File: src/hdl/rbd_pkg.sv
// ============================================================================
// rbd_pkg
// Shared command codes, status codes and response types of the ring buffer
// deque.
// ============================================================================
package rbd_pkg;

    localparam int unsigned VALUE_WIDTH = 32;

    typedef enum logic [1:0] {
        MODE_PUSH_FRONT = 2'd0,
        MODE_POP_FRONT  = 2'd1,
        MODE_PUSH_BACK  = 2'd2,
        MODE_POP_BACK   = 2'd3
    } t_mode;

    typedef enum logic [1:0] {
        STATUS_OK    = 2'd0,
        STATUS_EMPTY = 2'd1,
        STATUS_FULL  = 2'd2
    } t_status;

    // Response bookkeeping carried from the control unit to the output side.
    typedef struct packed {
        logic    strobe;
        logic    pop_ok;
        t_status status;
    } t_rsp;

endpackage

File: src/hdl/rbd_ctrl.sv
// ============================================================================
// rbd_ctrl
// Pointer and occupancy control: decodes a request, checks full and empty,
// drives the store address and write enable, and tracks the response.
// ============================================================================
module rbd_ctrl
    import rbd_pkg::*;
#(
    parameter int unsigned DEPTH = 1024
) (
    input  logic                       i_clk,
    input  logic                       i_rst_n,
    input  logic                       start,
    input  logic [1:0]                 i_mode,
    output logic                       busy,
    output logic                       o_we,
    output logic [$clog2(DEPTH)-1:0]   o_addr,
    output logic [$clog2(DEPTH+1)-1:0] o_count,
    output t_rsp                       o_rsp
);

    localparam int unsigned AW = $clog2(DEPTH);
    localparam int unsigned CW = $clog2(DEPTH + 1);

    logic [AW-1:0] r_front;
    logic [AW-1:0] n_front;
    logic [AW-1:0] r_back;
    logic [AW-1:0] n_back;
    logic [CW-1:0] r_count;
    logic [CW-1:0] n_count;
    logic          r_busy;
    t_rsp          r_rsp;
    t_rsp          n_rsp;

    logic          accept;
    logic          full;
    logic          empty;
    logic          re;
    logic [AW-1:0] front_up;
    logic [AW-1:0] front_dn;
    logic [AW-1:0] back_up;
    logic [AW-1:0] back_dn;

    assign accept = start && !r_busy;
    assign full   = (r_count == CW'(DEPTH));
    assign empty  = (r_count == '0);

    // Wrap both pointers modulo DEPTH.
    assign front_up = (r_front == AW'(DEPTH - 1)) ? '0 : r_front + AW'(1);
    assign front_dn = (r_front == '0) ? AW'(DEPTH - 1) : r_front - AW'(1);
    assign back_up  = (r_back == AW'(DEPTH - 1)) ? '0 : r_back + AW'(1);
    assign back_dn  = (r_back == '0) ? AW'(DEPTH - 1) : r_back - AW'(1);

    always_comb begin
        n_front      = r_front;
        n_back       = r_back;
        n_count      = r_count;
        o_we         = 1'b0;
        re           = 1'b0;
        o_addr       = r_front;
        n_rsp.strobe = accept;
        n_rsp.pop_ok = 1'b0;
        n_rsp.status = STATUS_OK;
        if (accept) begin
            unique case (t_mode'(i_mode))
                MODE_PUSH_FRONT: begin
                    if (full) begin
                        n_rsp.status = STATUS_FULL;
                    end else begin
                        o_we    = 1'b1;
                        o_addr  = front_dn;
                        n_front = front_dn;
                        n_count = r_count + CW'(1);
                    end
                end
                MODE_POP_FRONT: begin
                    if (empty) begin
                        n_rsp.status = STATUS_EMPTY;
                    end else begin
                        re      = 1'b1;
                        o_addr  = r_front;
                        n_front = front_up;
                        n_count = r_count - CW'(1);
                    end
                end
                MODE_PUSH_BACK: begin
                    if (full) begin
                        n_rsp.status = STATUS_FULL;
                    end else begin
                        o_we    = 1'b1;
                        o_addr  = r_back;
                        n_back  = back_up;
                        n_count = r_count + CW'(1);
                    end
                end
                MODE_POP_BACK: begin
                    if (empty) begin
                        n_rsp.status = STATUS_EMPTY;
                    end else begin
                        re      = 1'b1;
                        o_addr  = back_dn;
                        n_back  = back_dn;
                        n_count = r_count - CW'(1);
                    end
                end
            endcase
        end
        n_rsp.pop_ok = re;
    end

    always_ff @(posedge i_clk) begin
        if (!i_rst_n) begin
            r_front <= '0;
            r_back  <= '0;
            r_count <= '0;
            r_busy  <= 1'b0;
            r_rsp   <= '{strobe: 1'b0, pop_ok: 1'b0, status: STATUS_OK};
        end else begin
            r_front <= n_front;
            r_back  <= n_back;
            r_count <= n_count;
            r_busy  <= accept;
            r_rsp   <= n_rsp;
        end
    end

    assign busy    = r_busy;
    assign o_count = r_count;
    assign o_rsp   = r_rsp;

    // Occupancy stays within the store.
    a_count_range: assert property (@(posedge i_clk) disable iff (!i_rst_n)
        r_count <= CW'(DEPTH))
        else $error("occupancy exceeds depth");

    // Hold all pointer state while no request is taken.
    a_idle_hold: assert property (@(posedge i_clk) disable iff (!i_rst_n)
        (i_rst_n && !accept) |=>
            (r_count == $past(r_count) && r_front == $past(r_front)
             && r_back == $past(r_back)))
        else $error("state moved without a request");

    // Every accepted request yields exactly one strobe in the next cycle.
    a_one_response: assert property (@(posedge i_clk) disable iff (!i_rst_n)
        (i_rst_n && accept) |=> (r_rsp.strobe && r_busy))
        else $error("accepted request produced no response");

    // A successful pop always takes one entry away.
    a_pop_count: assert property (@(posedge i_clk) disable iff (!i_rst_n)
        (i_rst_n && re) |=> (r_count == $past(r_count) - CW'(1)))
        else $error("pop did not decrement occupancy");

endmodule

File: config.mk
export PLATFORM = sky130hd
export DESIGN_NAME = rbd_ctrl
export DESIGN_NICKNAME = d
export VERILOG_FILES = /design/src/hdl/rbd_pkg.sv /design/src/hdl/rbd_ctrl.sv
export SDC_FILE = /design/constraint.sdc
export NUM_CORES = 1
export LEC_CHECK = 0
export BUFFER_PORTS_ARGS = -buffer_cell sky130_fd_sc_hd__buf_2
export CAP_MARGIN = 10
export CELL_PAD_IN_SITES_DETAIL_PLACEMENT = 2
export CELL_PAD_IN_SITES_GLOBAL_PLACEMENT = 2
export CORE_ASPECT_RATIO = 0.75
export CORE_MARGIN = 1
export CORE_UTILIZATION = 37
export DETAILED_ROUTE_END_ITERATION = 10
export GPL_TIMING_DRIVEN = 1
export PLACE_DENSITY = 0.95
export SETUP_SLACK_MARGIN = 0.1
export SLEW_MARGIN = 20
export SYNTH_ARGS = -nofsm -noshare
export SYNTH_HDL_FRONTEND = slang
export SYNTH_SLANG_ARGS = --single-unit
File: constraint.sdc
create_clock -name i_clk -period 6.4 [get_ports i_clk]
set_input_delay 0.32 -clock i_clk [delete_from_list [all_inputs] [get_ports i_clk]]
set_output_delay 0.32 -clock i_clk [all_outputs]
set_load 0.01 [all_outputs]
==> flow_summary.yaml, run 1 <==
run_status:
  status: "finished clean"
layout:
  diodes: 0
  nNetsFinal: 504
  multi_input_area_um2: 2541
  fillers: 1115
  drive_above_1_share_pct: 12.55
  area_delta_synth_final_pct: 7.082
  final_common_cell: "nand2_1"
  final_cell_mix: "nand2_1, nor2_1, a21oi_1"
  ff_latch_area_um2: 700.7
setup_path:
  startpoint_type: "flop"
  end_kind: "primary output"
  path_class: "reg2out"
  crit_required_ps: 6080
  reg2reg_from: "o_count[8]"
  arrival_ps: 2880
  cp_max_fo: 23
  startpoint: "o_count[8]"
floorplanning:
  core_area_um2: 9159
  die_x_um: 114.8
  start_util_pct: 38.58
  die-area_um2: 9949
  rows: 30
  die_y_um: 86.63
  ioPinCount: 32
pwr:
  p_per_area_nw_per_um2: 303.2
  peakVddDrop_mv: 0.1248
  p_leak_nw: 1.523
logic_synthesis:
  synth_cell_types: 73
  syn_inst: 495
  synth.cell_area_um2: 3533
  syn_nets: 514
  synth-xor-area-share_pct: 3.718
  synth-compound-area-share_pct: 31.83
  ys_seq_area_share_pct: 19.83
  synth_edf_count: 0
  yosys.area_share.simple_pct: 30.91
  yosys_warnings: 0
  ys.flop_type: "dfxtp_1"
  synthAdderAreaFrac_pct: 5.170
  ys_ff_latch: 35
  avgSynthCellArea_um2: 7.138
  async_flop_share_pct: 0
  synthMuxAreaShare_pct: 0.2833
  synth_top_family_by_area: "compound AO/OA/AOI/OAI gates"
timing:
  maxSlewViolCount: 0
  period_needed_ps: 3201
  slew_headroom_pct: 33.05
  setup_tns_ps: 0
  fin_crit_sh_pct: 50.02
  skew_ps: 6.748
  rsz0062_at_grt: "false"
  setup_violations: 0
  max_freq_mhz: 312.4
  worstMarginPinSlew_ps: 1001
  hold_viol: 0
  hold_slack_ps: 567.2
routing:
  drt_first_pass_iters: 4
  drc_errors: 0
  wl_per_cell_um: 24.61
  wl_um: 15110
  routed_via_density: 6.549
  via_count: 4021
  drtAntennaViolNets: 0
  drt_iter0_drc: 245
global_routing:
  antenna_found_initial: 0
  grt_max_degree: 42
  grt_util_all_layers_pct: 31.72
  grt_overflow: 0
  grt_pass1_wl_um: 23790
  grt_pass1_vias: 4252
clocking:
  cts_resized: 0
  clk_pin_slew_ps: 60
  clkSinkCount: 35
  cts_buffer_depth: 2
  cts_tree: "done"
  numCtsBuffers: 5
  ctsHoldBuffers: 0
  postCtsSetupBuffers: 0
  cts-root-buf: "clkbuf_16"
  h-tree-depth: 2
  clkLatencyLatePin_ps: 290
placement:
  dp_hpwl_um: 10600
  gp_congestion: 0.8984
  portBuffers: 31
worst_hold_path:
  hp-start: "o_count[5]"
  hp-class: "reg2reg"
run:
  maxCapViolCount: 0
logic make-up after synthesis:
kind of cell | after synthesis
DFF | 35
muxes | 1
xor gates and xnor gates | 15
buffers and inverters | 61
AOI/OAI and AO/OA | 163
adders and majority gates | 14
and+or+nand+nor | 206
metal layers:
metal  track usage (%)  part of all wire [%]  up-vias  wire (um)
met4             12.51                   2.6        0        400
met3             6.783                   6.4       38        971
met2             53.67                    48      153       7305
met5            0.5128                     0        -          0
met1             39.31                    43     2016       6431
li1                  -                     -     1814          -
worst max-delay path, stage by stage, from the launching register on:
cell and delay (ps):
dfxtp_1 390, nor4_4 590, nand4_4 460, o21ai_1 400, nand2_1 100, a32o_1 270, a22oi_1 210, buf_2 170
cell usage after synthesis, drive strengths merged (7+ instances only):
master	number	area (um2)
nand2	50	187.7
nor2	39	148.9
o21ai	39	214.0
a21oi	38	193.9
dfxtp	35	700.7
nand3	31	165.2
clkbuf	30	112.6
nor3	22	115.1
buf	19	133.9
nand4	16	121.4
and2	14	90.09
ha	13	162.7
inv	12	45.04
a31oi	9	62.56
and3	9	56.30
xor2	9	78.83
a21o	8	60.06
nor2b	8	50.05
o211ai	7	52.55
final cells by class:
cell class / instances / area share (%)
flip-flops and latches: 35 / 18.52
multi-input cells: 399 / 67.16
repair buffers: 32 / 4.299
clock inverters: 2 / 0.9259
inverters: 12 / 1.190
clock buffers: 6 / 3.671
well taps: 128 / 4.233
state kept, by name, indices dropped and copies added, names as in the netlist:
name / flops
r_front: 10
o_count: 11
r_back: 10
o_rsp: 4
where the power goes:
| group | total [mW] | internal [mW] | switching, mW |
|---|---|---|---|
| sequential | 0.309 | 0.244 | 0.0655 |
| combinational | 0.540 | 0.185 | 0.355 |
| clock | 0.297 | 0.194 | 0.103 |
| total | 1.15 | 0.623 | 0.524 |
stage by stage:
stage	std cells	utilization (%)	power [mW]	setup WS (ps)	area, um2
after floorplan	495	-	0.6755	4086	3533
after global placement	606	39.41	0.7848	3434	3610
after detailed placement	606	39.41	0.8298	3134	3610
after CTS	614	41.31	1.143	3226	3784
final	614	41.31	1.147	3199	3784
after global routing	614	41.31	1.202	3108	3784
final timing paths:
kind | to | slack [ps] | cells past startpoint
worst max-delay path | o_addr[4] | 3200 | 7
worst min-delay path | o_count[5] | 570 | 2
worst max register to register | r_front[6] | 3810 | 6
worst min register to register | o_count[5] | 570 | 2
Note: power is estimated with default switching activity, not from simulation.
==> run 2: changes to the inputs <==
--- a/config.mk
+++ b/config.mk
@@ -11,10 +11,10 @@
 export CELL_PAD_IN_SITES_GLOBAL_PLACEMENT = 2
 export CORE_ASPECT_RATIO = 0.75
 export CORE_MARGIN = 1
-export CORE_UTILIZATION = 37
+export CORE_UTILIZATION = 35
 export DETAILED_ROUTE_END_ITERATION = 10
 export GPL_TIMING_DRIVEN = 1
-export PLACE_DENSITY = 0.95
+export PLACE_DENSITY = 0.92
 export SETUP_SLACK_MARGIN = 0.1
 export SLEW_MARGIN = 20
 export SYNTH_ARGS = -nofsm -noshare
==> constraint.sdc (replaced) <==
create_clock -name i_clk -period 3.3 [get_ports i_clk]
set_input_delay 0.165 -clock i_clk [delete_from_list [all_inputs] [get_ports i_clk]]
set_output_delay 0.165 -clock i_clk [all_outputs]
set_load 0.01 [all_outputs]
==> run 2 against run 1 <==
Global-route usage down 4.5 points. Final cell count up 1.5%. Critical path depth unchanged. Worst setup slack worse by 2800 ps. Combinational power up 89%. Clock power up 71%. Critical path type unchanged.
==> flow_summary.yaml, run 2 (synthesis results as in run 1) <==
routing:
  drt_iter0_drc: 270
  via_count: 3910
  wl_um: 13740
  drc_errors: 0
  routed_via_density: 6.276
  drtAntennaViolNets: 0
  wl_per_cell_um: 22.06
  drt_first_pass_iters: 5
clocking:
  clk_pin_slew_ps: 60
  postCtsSetupBuffers: 0
  clkLatencyLatePin_ps: 300
  cts-root-buf: "clkbuf_16"
  cts_buffer_depth: 2
  h-tree-depth: 2
  ctsHoldBuffers: 0
  clkSinkCount: 35
  numCtsBuffers: 5
  cts_resized: 0
  cts_tree: "done"
setup_path:
  startpoint_type: "flop"
  crit_required_ps: 3130
  arrival_ps: 2710
  cp_max_fo: 23
  end_kind: "primary output"
  path_class: "reg2out"
global_routing:
  grt_util_all_layers_pct: 27.18
  grt_pass1_vias: 4038
  grt_pass1_wl_um: 22300
  grt_overflow: 0
  antenna_found_initial: 0
  grt_max_degree: 42
floorplanning:
  die_x_um: 118.0
  die-area_um2: 10510
  start_util_pct: 36.29
  core_area_um2: 9736
  ioPinCount: 32
  rows: 31
  die_y_um: 89.02
timing:
  rsz0062_at_grt: "false"
  period_needed_ps: 2878
  hold_slack_ps: 342.2
  maxSlewViolCount: 0
  slew_headroom_pct: 47.28
  hold_viol: 0
  worstMarginPinSlew_ps: 790.8
  fin_crit_sh_pct: 87.21
  setup_violations: 0
  fin_ws_ps: 422.2
  skew_ps: 5.080
  max_freq_mhz: 347.5
  setup_tns_ps: 0
run:
  maxCapViolCount: 0
layout:
  final_common_cell: "nand2_1"
  final_cell_mix: "nand2_1, nor2_1, a21oi_1"
  post-route-util_pct: 39.07
  diodes: 0
  largest_register_ffs: 11
  drive_above_1_share_pct: 13.44
  area_delta_synth_final_pct: 7.649
  nNetsFinal: 510
  fin_area_um2: 3804
placement:
  placed_cell_area_um2: 3660
  gp_congestion: 0.9420
  pre_cts_ws_ps: 779.8
  portBuffers: 31
  dp_hpwl_um: 9855
pwr:
  peakVddDrop_mv: 0.2363
  p_leak_nw: 1.538
  p_per_area_nw_per_um2: 555.9
run_status:
  status: "finished clean"
worst_hold_path:
  hp-class: "in2reg"
run 2: report_power, final:
part	leakage (nW)	internal, mW	switching, mW
registers	0.286	0.473	0.113
logic	1.18	0.365	0.657
clock network	0.0727	0.296	0.212
run 2: final cells by class:
cell class | instances | area, um2
Fill cell | 1158 | 5932
Multi-Input combinational cell | 399 | 2541
Sequential cell | 35 | 700.7
Timing Repair Buffer | 38 | 207.7
Tap cell | 132 | 165.2
Clock buffer | 6 | 138.9
Inverter | 12 | 45.04
Clock inverter | 1 | 5.005
run 2: per-stage QoR:
step | cells | total power [mW]
after floorplan | 495 | 1.310
after global placement | 616 | 1.524
after detailed placement | 616 | 1.594
after CTS | 623 | 2.120
after global routing | 623 | 2.240
final | 623 | 2.114
run 2: worst max-delay path: stages, from the launching register on:
cell and delay (ps):
dfxtp_1 360, nor4_4 570, nand4_4 430, o21ai_1 360
nand2_1 90, a32o_1 260, a22oi_1 180, buf_2 160
run 2: worst paths after layout:
check | startpoint | to | slack, ps | cells after the start
setup reg to reg | o_count[4] | r_front[3] | 870 | 6
hold reg to reg | o_count[5] | o_count[5] | 560 | 2
setup / recovery | o_count[4] | o_addr[4] | 420 | 7
hold / removal | i_mode[0] | r_front[6] | 340 | 2
run 2: per-layer routing:
layer | track usage [%] | wire length (um)
met5 | 0 | 0
met4 | 8.275 | 184
met3 | 3.635 | 483
met2 | 46.15 | 6467
met1 | 36.25 | 6608
